**src/dppa_pkg.sv**
```systemverilog
// Types and constants for the direction-pin pulse accumulator.
`default_nettype none
package dppa_pkg;

	localparam int COUNT_BITS = 16;
	localparam int TOTAL_BITS = 32;

	typedef enum logic [1:0] {
		MODE_FWD = 2'd0,
		MODE_REV = 2'd1,
		MODE_END = 2'd2
	} mode_t;

	typedef struct packed {
		logic [COUNT_BITS-1:0] counter_sample;
		logic                  dir_pin;
		logic [COUNT_BITS-1:0] dir_check_count;
	} sample_t;

	typedef struct packed {
		logic [TOTAL_BITS-1:0] pulse_total;
		logic [1:0]            dir_mode;
	} result_t;

endpackage
`default_nettype wire

```
**src/direction_pin_pulse_accumulator.sv**
```systemverilog
// Direction-pin pulse accumulator: input register, update logic, result register.
`default_nettype none
// Each item is one poll of a free-running up-counter: the counter value, the
// direction pin level and a second counter read taken when the pin was
// checked. The block keeps a wrapping 32-bit net pulse total (forward pulses
// added, pulses counted during reverse subtracted) and reports it together
// with the direction mode after every poll: one result per item, in order.
// Rate: one item per cycle sustained while result_stall is low. result_valid
// rises once the item has passed the input register and then the result
// register; the state update (up to three 16-bit modular differences folded
// into the 32-bit total) sits in the single stage between them. The input
// register keeps accepting while a finished result waits on result_stall,
// so sample_stall rises only when both the input register and the result
// register are full and the result side is stalled. Control and accumulator
// state is zero after reset, mode forward; the payload registers are not reset.
module direction_pin_pulse_accumulator
	import dppa_pkg::*;
(
	input  wire logic    clk,
	input  wire logic    arst_n,
	input  wire logic    sample_valid,
	output logic         sample_stall,
	input  wire sample_t sample,
	output logic         result_valid,
	input  wire logic    result_stall,
	output result_t      result
);

	// input register
	logic    valid_s1;
	sample_t item_s1;

	// output register
	logic    res_valid_q;
	result_t res_q;

	// accumulator state
	logic [COUNT_BITS-1:0] last_q;
	logic [COUNT_BITS-1:0] rev_start_q;
	logic [COUNT_BITS-1:0] rev_end_q;
	logic [TOTAL_BITS-1:0] total_q;
	mode_t                 mode_q;

	logic                  move;
	logic                  take;
	logic [COUNT_BITS-1:0] d_rs_ls;
	logic [COUNT_BITS-1:0] d_s_rs;
	logic [COUNT_BITS-1:0] d_re_rs;
	logic [COUNT_BITS-1:0] d_s_re;
	logic [COUNT_BITS-1:0] d_s_ls;
	logic [COUNT_BITS-1:0] rev_start_n;
	logic [COUNT_BITS-1:0] rev_end_n;
	logic [TOTAL_BITS-1:0] total_n;
	mode_t                 mode_mid;
	mode_t                 mode_n;

	// s1 hands its item to the result register when that register is free
	// or being emptied this cycle.
	assign move         = valid_s1 && (!res_valid_q || !result_stall);
	assign take         = sample_valid && !sample_stall;
	assign sample_stall = valid_s1 && !move;
	assign result_valid = res_valid_q;
	assign result       = res_q;

	// modular counter spans
	assign d_rs_ls = rev_start_q - last_q;
	assign d_s_rs  = item_s1.counter_sample - rev_start_q;
	assign d_re_rs = rev_end_q - rev_start_q;
	assign d_s_re  = item_s1.counter_sample - rev_end_q;
	assign d_s_ls  = item_s1.counter_sample - last_q;

	always_comb begin
		total_n     = total_q;
		rev_start_n = rev_start_q;
		rev_end_n   = rev_end_q;
		mode_mid    = mode_q;
		case (mode_q)
			MODE_REV: begin
				// pulses up to the reverse start count forward, the rest back
				total_n = total_q
					+ {{(TOTAL_BITS-COUNT_BITS){1'b0}}, d_rs_ls}
					- {{(TOTAL_BITS-COUNT_BITS){1'b0}}, d_s_rs};
				rev_start_n = item_s1.counter_sample;
			end
			MODE_END: begin
				// forward, then the closed reverse interval, then forward again
				total_n = total_q
					+ {{(TOTAL_BITS-COUNT_BITS){1'b0}}, d_rs_ls}
					- {{(TOTAL_BITS-COUNT_BITS){1'b0}}, d_re_rs}
					+ {{(TOTAL_BITS-COUNT_BITS){1'b0}}, d_s_re};
				rev_start_n = item_s1.counter_sample;
				rev_end_n   = item_s1.counter_sample;
				mode_mid    = MODE_FWD;
			end
			default: begin
				total_n = total_q + {{(TOTAL_BITS-COUNT_BITS){1'b0}}, d_s_ls};
			end
		endcase

		// pin check after the update
		mode_n = mode_mid;
		if (!item_s1.dir_pin) begin
			if (mode_mid != MODE_REV) begin
				rev_start_n = item_s1.dir_check_count;
				mode_n      = MODE_REV;
			end
		end else if (mode_mid == MODE_REV) begin
			rev_end_n = item_s1.dir_check_count;
			mode_n    = MODE_END;
		end
	end

	// control and accumulator state
	always_ff @(posedge clk or negedge arst_n) begin
		if (!arst_n) begin
			valid_s1    <= 1'b0;
			res_valid_q <= 1'b0;
			last_q      <= '0;
			rev_start_q <= '0;
			rev_end_q   <= '0;
			total_q     <= '0;
			mode_q      <= MODE_FWD;
		end else begin
			if (take) begin
				valid_s1 <= 1'b1;
			end else if (move) begin
				valid_s1 <= 1'b0;
			end
			if (move) begin
				res_valid_q <= 1'b1;
			end else if (!result_stall) begin
				res_valid_q <= 1'b0;
			end
			if (move) begin
				last_q      <= item_s1.counter_sample;
				rev_start_q <= rev_start_n;
				rev_end_q   <= rev_end_n;
				total_q     <= total_n;
				mode_q      <= mode_n;
			end
		end
	end

	// payload registers
	always_ff @(posedge clk) begin
		if (take) begin
			item_s1 <= sample;
		end
		if (move) begin
			res_q.pulse_total <= total_n;
			res_q.dir_mode    <= mode_n;
		end
	end

endmodule
`default_nettype wire

```
**config.mk**
```make
export PLATFORM = sky130hd
export DESIGN_NAME = direction_pin_pulse_accumulator
export DESIGN_NICKNAME = d
export VERILOG_FILES = /design/src/dppa_pkg.sv /design/src/direction_pin_pulse_accumulator.sv
export SDC_FILE = /design/constraint.sdc
export NUM_CORES = 1
export LEC_CHECK = 0
export ABC_CLOCK_PERIOD_IN_PS = 7600
export BUFFER_PORTS_ARGS = -buffer_cell sky130_fd_sc_hd__buf_2
export CORE_MARGIN = 4
export CORE_UTILIZATION = 45
export CTS_CLUSTER_SIZE = 28
export DETAILED_ROUTE_END_ITERATION = 10
export PLACE_DENSITY = 0.61
export RECOVER_POWER = 25
export SYNTH_ARGS = -nofsm -noshare
export SYNTH_HDL_FRONTEND = slang
export SYNTH_SLANG_ARGS = --single-unit
```
**constraint.sdc**
```tcl
create_clock -name clk -period 7.6 [get_ports clk]
set_input_delay 0.76 -clock clk [delete_from_list [all_inputs] [get_ports clk]]
set_output_delay 0.76 -clock clk [all_outputs]
set_load 0.01 [all_outputs]
```
==> results.yml <==
clock_network:
  clock_latency_ps: 460
  cts_setup_buffers: 0
  cts_buffers: 17
  clkSinkCount: 151
  cts_max_level: 4
  clkTransAtPathRegs_ps: 70
  cts_buffer_depth: 2
  cts_root_buffer: "clkbuf_16"
  cts_tree: "done"
synth:
  yosys.cell_count.top_type: "a21oi_1"
  synth_area_um2: 14950
  synthTopCellsByArea: "ha_1 (14%), dfrtp_1 (14%), edfxtp_1 (13%)"
  synth_fp_nets: 2005
  synth_cell_type_count: 78
  synth_top_area_share_pct: 14.22
  ys_ff_latch: 151
  ys_seq_area_share_pct: 27.51
  yosys_warnings: 0
  yosys-top-cells-count: "a21oi_1 (180), ha_1 (170), inv_1 (160)"
  synth_ff_type: "dfrtp_1"
  async_reset_ff_share_pct: 55.63
  synth-edff-count: 67
  avgSynthCellArea_um2: 8.430
  postSynthCellCount: 1774
  synth_top_cell_by_area: "ha_1"
cells_and_area:
  layout-drive-gt1-share_pct: 10.54
  areaGrowthSynthToFinish_pct: 11.14
  n_fill_cell: 3076
  antenna-diode-count: 0
  fin_cells: 2311
  layout.nets: 2087
  fin_area_um2: 16620
die:
  die_w_um: 190.3
  io_pins: 73
  num_rows: 66
  initial_utilization_pct: 45.85
  die_area_um2: 36210
  die_y_um: 190.3
  core_um2: 32620
min_path:
  hold_path_depth: 1
  min_path_type: "in -> reg"
status:
  violations: "max-capacitance violations, max-slew violations"
  status: "complete, but fails checks"
place:
  portBuffers: 72
  placed_area_um2: 16020
  gp_congestion: 0.9467
  dpl.hpwl_um: 34400
  dpl.cell_count: 2279
grt:
  grt_util_all_layers_pct: 24.03
  overflow: 0
  grt_pass1_wl_um: 69060
  grt_max_degree: 86
  antenna_found_initial: 0
  grt_pass1_vias: 13089
route:
  num_vias: 13491
  antenna_left: 0
  routed_via_density: 5.838
  drc: 0
  wl_um: 43890
  wire_per_inst_um: 18.99
  drtPass1Iterations: 5
  drtIter0Drc: 922
sta:
  slew_headroom_pct: -56.46
  slew_violations: 100
  max_freq_ghz: 0.1400
  worst_pin_slew_ps: 2347
  hold_viol: 0
  post-route-period-util_pct: 94.00
  layout_min_cycle_time_ps: 7144
  rsz0062_at_grt: "no"
  setup_viol: 0
  skew_ps: 13.96
setup_path:
  critPathMostFrequentCell: "a21oi_1"
  cp.required_ps: 7910
  reg2reg_depth: 30
  critical_path.max_fanout: 8
  start_kind: "register"
  slowest_stage: "or4b_2"
  arrival_ps: 7460
  critical_path_class: "reg -> reg"
  critPathMaxStageDelay_ps: 630
  end_kind: "register"
run:
  drv_cap: 3
## final timing paths
path | start | end | slack (ps)
max | last_q[1]$_DFFE_PN0P_ | result[31]$_DFFE_PP_ | 460
max reg2reg | last_q[1]$_DFFE_PN0P_ | result[31]$_DFFE_PP_ | 460
min in group asynchronous | arst_n | rev_end_q[0]$_DFFE_PN0P_ | 930
min reg2reg | valid_s1$_DFFE_PN0P_ | result_valid$_DFFE_PN0P_ | 500
min | sample[26] | item_s1[26]$_DFFE_PP_ | 480
max in group asynchronous | arst_n | total_q[14]$_DFFE_PN0P_ | 4950
## repair_timing
action,4_1_cts,5_1_grt
setup endpoints to repair,2,28
hold buffers,0,0
endpoints found under the hold margin,0,0
gates resized for setup,1,17
pin swaps,0,3
## kinds of logic (layout without fill, tap and decap cells)
kind of cell	count (synthesis)	count (layout)	share of synthesized area [%]
adders and majority gates	195	195	17.50
DFF	151	151	27.51
buffers and inverters	218	313	5.497
and+or+nand+nor	475	475	15.04
AOI/OAI and AO/OA	563	563	24.01
xor gates and xnor gates	152	152	8.952
muxes	20	20	1.481
## cell type report
type / instances / area, µm² / area share, %
multi-input cells: 1405 / 10070 / 60.56
flip-flops and latches: 151 / 4114 / 24.75
repair buffers: 119 / 701.9 / 4.223
inverters: 162 / 610.6 / 3.674
well taps: 442 / 553.0 / 3.327
clock buffers: 20 / 467.9 / 2.815
clock inverters: 12 / 107.6 / 0.6474
## placed cells by master (no fill, tap or decap), types with 45 or more instances in the layout
master,Yosys,final
nor2_1,139,139
o21ai_0,109,104
buf_2,3,69
a21oi_1,180,177
xnor2_1,104,104
ha_1,170,169
dfrtp_1,84,84
buf_4,0,45
inv_1,160,159
xor2_1,47,47
nand2_1,130,130
edfxtp_1,67,67
## worst max-delay path: cells and delay by family (launching register included)
family	cells	cell delay, ps
xor+xnor	2	290
fa+ha+maj	3	1050
buf+inv	3	500
simple gates	10	2440
compound gates	12	2280
flops	1	400
## per-layer routing
metal | wire (µm) | global-route usage (%)
met2 | 20190 | 39.38
met1 | 20050 | 32.79
met5 | 0 | 0
met3 | 2337 | 3.057
met4 | 1315 | 8.591
## registers in the layout, indices dropped and copies added (netlist names)
signal        cells
total_q          32
valid_s1          1
rev_start_q      16
last_q           16
result           34
item_s1          33
rev_end_q        16
result_valid      1
mode_q            2
## metrics by stage
stage          utilization [%]  hold slack (ps)  TNS, ps  setup WS, ps
3_5_place_dp             49.11            492.5   -13.90        -13.90
4_1_cts                  50.89            279.0        0         3.327
3_3_place_gp             49.11            468.5        0         190.5
5_1_grt                  50.96            454.8        0        0.8935
2_1_floorplan                -            456.4        0         923.3
6_report                 50.96            475.4        0         455.8
Power is not shown: default switching activity piles up to over one toggle a cycle in this logic, so the estimate is an artifact.
